[src/sv/assert_macros.svh]
// Assertion macros shared by the frontier engine RTL.
`ifndef ASSERT_MACROS_SVH
`define ASSERT_MACROS_SVH
`ifndef NO_ASSERTIONS
`define GSFE_ASSERT(name, clk, rst_n, prop) \
  name: assert property (@(posedge clk) disable iff (!rst_n) prop) \
    else $error("gsfe assertion failed");
`define GSFE_ASSERT_NEVER(name, clk, rst_n, cond) \
  name: assert property (@(posedge clk) disable iff (!rst_n) !(cond)) \
    else $error("gsfe forbidden condition seen");
`else
`define GSFE_ASSERT(name, clk, rst_n, prop)
`define GSFE_ASSERT_NEVER(name, clk, rst_n, cond)
`endif
`endif

[src/sv/gsfe_pkg.sv]
// Types, codes and sizes shared by the graph search frontier engine.
package gsfe_pkg;

  localparam int MAX_NODES = 4096;
  localparam int NODE_W    = 12;
  localparam int AW        = $clog2(MAX_NODES);
  localparam int PTR_W     = AW + 1;

  typedef logic [1:0]        cmd_t;
  typedef logic [1:0]        kind_t;
  typedef logic              cfg_idx_t;
  typedef logic [NODE_W-1:0] node_t;
  typedef logic [AW-1:0]     addr_t;
  typedef logic [PTR_W-1:0]  ptr_t;

  localparam cmd_t CMD_START    = 2'd0;
  localparam cmd_t CMD_NEIGHBOR = 2'd1;
  localparam cmd_t CMD_PAGE_END = 2'd2;

  localparam kind_t KIND_FETCH     = 2'd0;
  localparam kind_t KIND_FOUND     = 2'd1;
  localparam kind_t KIND_NOT_FOUND = 2'd2;

  localparam cfg_idx_t CFG_MODE   = 1'b0;
  localparam cfg_idx_t CFG_TARGET = 1'b1;

  typedef struct packed {
    logic  mode;
    node_t target;
  } cfg_t;

  typedef struct packed {
    logic  we;
    addr_t waddr;
    logic  wdata;
    addr_t raddr;
  } vis_req_t;

  typedef struct packed {
    logic  we;
    addr_t waddr;
    node_t wdata;
    addr_t raddr;
  } fr_req_t;

  function automatic addr_t to_addr(input node_t node);
    return AW'(node);
  endfunction

endpackage

[src/sv/gsfe_ctrl.sv]
// Search sequencer: command decode, frontier pointers, map sweep and result staging.
`include "assert_macros.svh"
module gsfe_ctrl import gsfe_pkg::*; (
  input  logic     clk,
  input  logic     rst_n,
  input  cfg_t     cfg,
  input  logic     in_valid,
  output logic     in_stall,
  input  cmd_t     in_cmd,
  input  node_t    in_neighbor_node,
  output logic     out_valid,
  input  logic     out_stall,
  output kind_t    out_result_kind,
  output node_t    out_result_node,
  output vis_req_t vis_req,
  input  logic     vis_rdata,
  output fr_req_t  fr_req,
  input  node_t    fr_rdata
);

  typedef enum logic [3:0] {
    ST_IDLE  = 4'b0001,
    ST_VIS   = 4'b0010,
    ST_POP   = 4'b0100,
    ST_CLEAR = 4'b1000
  } state_t;

  state_t state_r, state_nxt;
  ptr_t   head_r, head_nxt;
  ptr_t   tail_r, tail_nxt;
  logic   active_r, active_nxt;
  node_t  nb_r, nb_nxt;
  addr_t  clr_r, clr_nxt;
  logic   pend_r, pend_nxt;
  kind_t  pend_kind_r, pend_kind_nxt;
  node_t  pend_node_r, pend_node_nxt;
  logic   out_valid_r, out_valid_nxt;
  kind_t  out_kind_r, out_kind_nxt;
  node_t  out_node_r, out_node_nxt;

  logic   in_acc;
  logic   out_load;
  ptr_t   tail_m1;

  assign in_stall = !(state_r == ST_IDLE && !pend_r);
  assign in_acc   = in_valid && !in_stall;
  assign out_load = pend_r && (!out_valid_r || !out_stall);
  assign tail_m1  = tail_r - PTR_W'(1);

  assign out_valid       = out_valid_r;
  assign out_result_kind = out_kind_r;
  assign out_result_node = out_node_r;

  always_comb begin
    state_nxt     = state_r;
    head_nxt      = head_r;
    tail_nxt      = tail_r;
    active_nxt    = active_r;
    nb_nxt        = nb_r;
    clr_nxt       = clr_r;
    pend_nxt      = pend_r && !out_load;
    pend_kind_nxt = pend_kind_r;
    pend_node_nxt = pend_node_r;

    vis_req.we    = 1'b0;
    vis_req.waddr = to_addr(nb_r);
    vis_req.wdata = 1'b1;
    vis_req.raddr = to_addr(in_neighbor_node);

    fr_req.we     = 1'b0;
    fr_req.waddr  = tail_r[AW-1:0];
    fr_req.wdata  = nb_r;
    fr_req.raddr  = cfg.mode ? head_r[AW-1:0] : tail_m1[AW-1:0];

    unique case (state_r)
      ST_IDLE: begin
        if (in_acc) begin
          unique case (in_cmd)
            CMD_START: begin
              head_nxt      = '0;
              tail_nxt      = '0;
              clr_nxt       = '0;
              state_nxt     = ST_CLEAR;
              pend_nxt      = 1'b1;
              pend_node_nxt = '0;
              if (cfg.target == '0) begin
                pend_kind_nxt = KIND_FOUND;
                active_nxt    = 1'b0;
              end else begin
                pend_kind_nxt = KIND_FETCH;
                active_nxt    = 1'b1;
              end
            end
            CMD_NEIGHBOR: begin
              if (active_r && 32'(in_neighbor_node) < MAX_NODES) begin
                nb_nxt    = in_neighbor_node;
                state_nxt = ST_VIS;
              end
            end
            CMD_PAGE_END: begin
              if (active_r) begin
                if (head_r >= tail_r) begin
                  pend_nxt      = 1'b1;
                  pend_kind_nxt = KIND_NOT_FOUND;
                  pend_node_nxt = '0;
                  active_nxt    = 1'b0;
                end else begin
                  // pop address is already on the read port this cycle
                  if (cfg.mode) begin
                    head_nxt = head_r + PTR_W'(1);
                  end else begin
                    tail_nxt = tail_m1;
                  end
                  state_nxt = ST_POP;
                end
              end
            end
            default: begin
            end
          endcase
        end
      end
      ST_VIS: begin
        // mark and push only a node not seen before
        if (!vis_rdata) begin
          vis_req.we = 1'b1;
          if (32'(tail_r) < MAX_NODES) begin
            fr_req.we = 1'b1;
            tail_nxt  = tail_r + PTR_W'(1);
          end
        end
        state_nxt = ST_IDLE;
      end
      ST_POP: begin
        pend_nxt      = 1'b1;
        pend_node_nxt = fr_rdata;
        if (fr_rdata == cfg.target) begin
          pend_kind_nxt = KIND_FOUND;
          active_nxt    = 1'b0;
        end else begin
          pend_kind_nxt = KIND_FETCH;
        end
        state_nxt = ST_IDLE;
      end
      ST_CLEAR: begin
        // sweep the map; the root comes out marked
        vis_req.we    = 1'b1;
        vis_req.waddr = clr_r;
        vis_req.wdata = (clr_r == '0);
        if (clr_r == AW'(MAX_NODES - 1)) begin
          state_nxt = ST_IDLE;
        end else begin
          clr_nxt = clr_r + AW'(1);
        end
      end
      default: begin
        state_nxt = ST_IDLE;
      end
    endcase
  end

  always_comb begin
    out_valid_nxt = out_valid_r;
    out_kind_nxt  = out_kind_r;
    out_node_nxt  = out_node_r;
    if (out_load) begin
      out_valid_nxt = 1'b1;
      out_kind_nxt  = pend_kind_r;
      out_node_nxt  = pend_node_r;
    end else if (!out_stall) begin
      out_valid_nxt = 1'b0;
    end
  end

  always_ff @(posedge clk) begin
    if (!rst_n) begin
      state_r     <= ST_IDLE;
      head_r      <= '0;
      tail_r      <= '0;
      active_r    <= 1'b0;
      pend_r      <= 1'b0;
      out_valid_r <= 1'b0;
    end else begin
      state_r     <= state_nxt;
      head_r      <= head_nxt;
      tail_r      <= tail_nxt;
      active_r    <= active_nxt;
      pend_r      <= pend_nxt;
      out_valid_r <= out_valid_nxt;
    end
  end

  always_ff @(posedge clk) begin
    nb_r        <= nb_nxt;
    clr_r       <= clr_nxt;
    pend_kind_r <= pend_kind_nxt;
    pend_node_r <= pend_node_nxt;
    out_kind_r  <= out_kind_nxt;
    out_node_r  <= out_node_nxt;
  end

  `GSFE_ASSERT(a_head_le_tail, clk, rst_n, head_r <= tail_r)
  `GSFE_ASSERT(a_tail_cap, clk, rst_n, 32'(tail_r) <= MAX_NODES)
  `GSFE_ASSERT(a_pend_kept, clk, rst_n, pend_r && out_valid_r && out_stall |=> pend_r)
  `GSFE_ASSERT_NEVER(a_no_take_in_sweep, clk, rst_n, state_r == ST_CLEAR && !in_stall)
  `GSFE_ASSERT(a_out_from_pend, clk, rst_n, $rose(out_valid_r) |-> $past(pend_r))

endmodule

[config.mk]
export PLATFORM = sky130hd
export DESIGN_NAME = gsfe_ctrl
export DESIGN_NICKNAME = d
export VERILOG_FILES = /design/src/sv/gsfe_pkg.sv /design/src/sv/gsfe_ctrl.sv
export VERILOG_INCLUDE_DIRS = /design/src /design/src/sv
export SDC_FILE = /design/constraint.sdc
export NUM_CORES = 1
export LEC_CHECK = 0
export CAP_MARGIN = 30
export CORE_ASPECT_RATIO = 0.9
export CORE_MARGIN = 4
export CORE_UTILIZATION = 55
export CTS_BUF_LIST = sky130_fd_sc_hd__clkbuf_16
export CTS_CLUSTER_DIAMETER = 120
export DETAILED_ROUTE_END_ITERATION = 7
export DONT_BUFFER_PORTS = 1
export PLACE_DENSITY_LB_ADDON = 0.1
export SLEW_MARGIN = 5
export SYNTH_ARGS = -nofsm -noshare
export SYNTH_HDL_FRONTEND = slang
export SYNTH_SLANG_ARGS = --single-unit
[constraint.sdc]
create_clock -name clk -period 4.2 [get_ports clk]
set_input_delay 0.84 -clock clk [delete_from_list [all_inputs] [get_ports clk]]
set_output_delay 0.84 -clock clk [all_outputs]
set_load 0.05 [all_outputs]
* Word level (Yosys, flattened, before mapping) *
Cells that the tools add are included.

storage, ports and cells
  input bits = 44
  bits in registers = 85

operators by class
  reduce and logical (&&, ||, !) cells = 24
  order comparisons = 2
  eq/ne operators = 26
  multiplexer cells = 56
  add/subtract/negate cells = 4

operator list
  kind                                                 number
  two-way mux 13 bit                                   10
  two-way mux 12 bit                                   7
  one-hot mux 13 bit (2 select lines)                  3
  one-hot mux 12 bit (2 select lines)                  3
  adder 13 x 1 -> 13 bit (second input constant)       2
  logical NOT 12 bit                                   2
  two-way mux 4 bit                                    5
  inequality test 2 bit (second input constant)        9
  two-way mux 1 bit                                    16
  inequality test 3 bit (second input constant)        5
  greater-or-equal comparator 13 bit                   1
  < comparator 13 bit (second input constant)          1
  subtractor 13 x 1 -> 13 bit (second input constant)  1
  adder 12 x 1 -> 12 bit (second input constant)       1
  equality test 12 bit                                 1
  equality test 12 bit (second input constant)         1
  one-hot mux 4 bit (3 select lines)                   1
  AND reduction 4 bit                                  3
  AND reduction 6 bit                                  2
  one-hot mux 1 bit (2 select lines)                   5
  one-hot mux 2 bit (2 select lines)                   2
  one-hot mux 4 bit (2 select lines)                   1
  AND reduction 8 bit                                  1
  nonzero test 2 bit                                   4
  other kinds (15)                                     25

* Longest topological paths before layout *
  depth after elaboration = 10
  depth in mapped cells = 10
  depth with buffers taken out = 8

* Least setup slack after synthesis *
No wires, ideal clock.

  path type = register to output
  from = register tail_r[1]
  to = output fr_req[10] in the netlist's numbering
  data arrival time = 2.531 ns
  stages on the path, launching flop included = 8
  path slack = 0.829 ns
  path buffers = 0
  data required time = 3.360 ns
  cells stage by stage = dfxtp_1 inv_1 ha_1 nand3_1 nor2b_1 nand2_1 xnor2_1 o21ai_0

RTL lines
  what                    line              source
  start, declared         gsfe_ctrl.sv:30   ptr_t tail_r, tail_nxt;
  start signal, assigned  gsfe_ctrl.sv:186  tail_r <= tail_nxt;
  end, declared           gsfe_ctrl.sv:17   output fr_req_t fr_req,

==> results.json <==
{
  "status": "complete, no violations",
  "hp-start": "pend_node_r[1]",
  "synth-compound-area-share": 0.140,
  "fin_skew_ps": 9.11,
  "fin_util": 0.606,
  "final_common_cell": "nand2_1",
  "cp-start-kind": "flop",
  "vias": 4146,
  "finalSetupViolCount": 0,
  "post_synth.cell_area_avg_um2": 9.09,
  "die_height_um": 99.5,
  "worst_pin_slew_ps": 970,
  "finalPower_mw": 2.01,
  "rows": 33,
  "area_growth_pct": 7.51,
  "cp-end-kind": "output port",
  "synth_edf_count": 52,
  "grt_pass1_vias": 3962,
  "peakVddDrop_mv": 0.223,
  "coreArea_mm2": 0.00908,
  "p_per_area_mw_per_mm2": 366,
  "path_cells": "inv_1 -> ha_1 -> nand3_1 -> nor2b_1 -> nand2_1 -> xnor2_1 -> o21ai_1 -> buf_4",
  "crit_required_ps": 3360,
  "post_cts_buffers": 0,
  "criticalPathCategory": "reg -> out",
  "antenna_found_initial": 0,
  "drt.antenna.violating_nets": 0,
  "post-route-min-period_ps": 3640,
  "cp.arrival_ps": 2800,
  "tritoncts": "yes",
  "async_reset_ff_frac": 0,
  "hold-worst-slack_ps": 421,
  "clock-sinks": 85,
  "reg2reg_slack_ps": 990,
  "slowest_stage": "dfxtp_1",
  "synth_top_family_by_area": "simple AND/OR/NAND/NOR gates",
  "cts_resized": 0,
  "fin_nets": 612,
  "timing.rr.start": "tail_r[2]",
  "synth_mux_area_frac": 0.0122,
  "slew_viol_final": 0,
  "synth_area_leader_cell": "edfxtp_1",
  "detailed_place_hpwl_um": 9350,
  "hp-class": "reg -> reg",
  "final.setup.worst_slack_ps": 561,
  "drive_gt1_frac": 0.103,
  "tns_ps": 0,
  "synthFlopType": "edfxtp_1",
  "cts_inserted_buffers": 9,
  "p_leak_nw": 1.95,
  "clkTransAtPathRegs_ps": 60,
  "period_share": 0.866,
  "yosysSeqAreaShare": 0.434,
  "fp.dieArea_mm2": 0.0109,
  "crit_path_max_incr_delay_ps": 530,
  "grt_usage": 0.232,
  "htreeDepth": 3,
  "drv_cap": 0,
  "via_per_inst": 6.16,
  "relSlewSlack": 0.351,
  "synth_top_area_share": 0.305,
  "final_hold_viol_count": 0,
  "syn-instance-count": 563,
  "gr-total-overflow": 0,
  "clockRootBuffer": "clkbuf_16",
  "netlist_area_mm2": 0.00512,
  "endpoint": "fr_req[10]",
  "port_buffers": 0,
  "placed_area_mm2": 0.00520,
  "initial_core_util": 0.563,
  "final_cell_mix": "nand2_1, edfxtp_1, nor2_1",
  "place.gp.congestion": 0.954,
  "rsz0062_at_grt": "no",
  "synthTopCellsByArea": "edfxtp_1, dfxtp_1, ha_1",
  "drc_errors": 0,
  "drt_iter0_markers": 274,
  "grt_start_max_net_pins": 29,
  "cts_hold_repair.buffers": 0,
  "yosys.area_share.adder": 0.0538,
  "rr_endpoint": "tail_r[12]",
  "first_pass_iters": 5,
  "synth_cell_type_count": 60,
  "dp_slack_ps": 988,
  "ys_warn_count": 0,
  "synth.net_count": 629,
  "io_pins": 123,
  "yosys.area_share.simple": 0.214,
  "fin_cells": 673,
  "ys_seq_elements": 85,
  "die_x_um": 110,
  "postLayoutCellArea_mm2": 0.00550,
  "routedWlPerCell_um": 18.5,
  "startpoint": "tail_r[1]",
  "dp_cells": 657,
  "grt_pass1_wl_um": 19900,
  "synth_xor_area_frac": 0.0685,
  "worstRegToRegCells": 10,
  "worst_skew_pair.late_latency_ps": 340,
  "routed_wl_um": 12500,
  "fmax_mhz": 275,
  "cts_buffer_depth": 2,
  "path_max_fanout": 7,
  "diodes": 0
}
worst min-delay path by stage:
stage,endpoint,slack [ps],cells past startpoint
2_1_floorplan,out_result_kind[0],400,0
5_1_grt,out_result_kind[1],430,0
3_5_place_dp,out_result_node[6],410,0
4_1_cts,out_result_node[6],430,0
6_report,out_result_node[1],420,0
3_3_place_gp,out_result_node[5],400,0
kinds of logic after synthesis:
family | after synthesis
DFF | 85
adders and majority gates | 22
muxes | 6
buffers and inverters | 81
AOI/OAI and AO/OA | 109
and+or+nand+nor | 220
xor gates and xnor gates | 40
sequential cells by signal, indices dropped and copies added (netlist names):
register and flops:
pend_r 1, active_r 1, out_result_kind 2, clr_r 12
pend_node_r 12, pend_kind_r 2, out_valid 1, tail_r 13
out_result_node 12, state_r 4, nb_r 12, head_r 13
synthesized netlist by cell type, drive strengths merged (4+ instances only):
library cell,count
nor2,39
nor4,9
o211ai,5
and3,9
xor2,18
a21oi,22
nand4,13
xnor2,22
edfxtp,52
nor4b,4
and2,15
buf,26
clkbuf,29
or3,9
nand2,72
nor2b,5
inv,26
nand3,26
nor3,10
o21ai,44
dfxtp,33
ha,22
mux2i,4
a211oi,5
cell type report:
type | count | area, µm²
fill | 803 | 3580
multi-input combinational | 397 | 2530
sequential | 85 | 2220
clock buffer | 9 | 225
timing repair buffer | 27 | 203
tap | 122 | 153
inverter | 26 | 97.6
clock inverter | 7 | 75.1
critical path: cells and delay by family, from the launching register on:
kind / cells / cell delay (ps)
AO/OA/AOI/OAI: 1 / 190
buffers and inverters: 2 / 480
AND/OR/NAND/NOR: 3 / 800
XOR/XNOR: 1 / 160
flip-flops: 1 / 530
adder cells (fa/ha/maj): 1 / 290
where the power goes:
part | switching [mW] | total (mW) | internal (mW)
clock network | 0.338 | 0.803 | 0.465
logic | 0.180 | 0.266 | 0.0857
registers | 0.0411 | 0.943 | 0.902
metal layers:
metal  share of wire  up-vias  track usage
li1                -     1967            -
met1            0.41     1973        0.292
met2            0.49      180        0.381
met3           0.077       26       0.0532
met4           0.026        0       0.0959
met5               0        -            0
(Power assumes the default switching activity.)
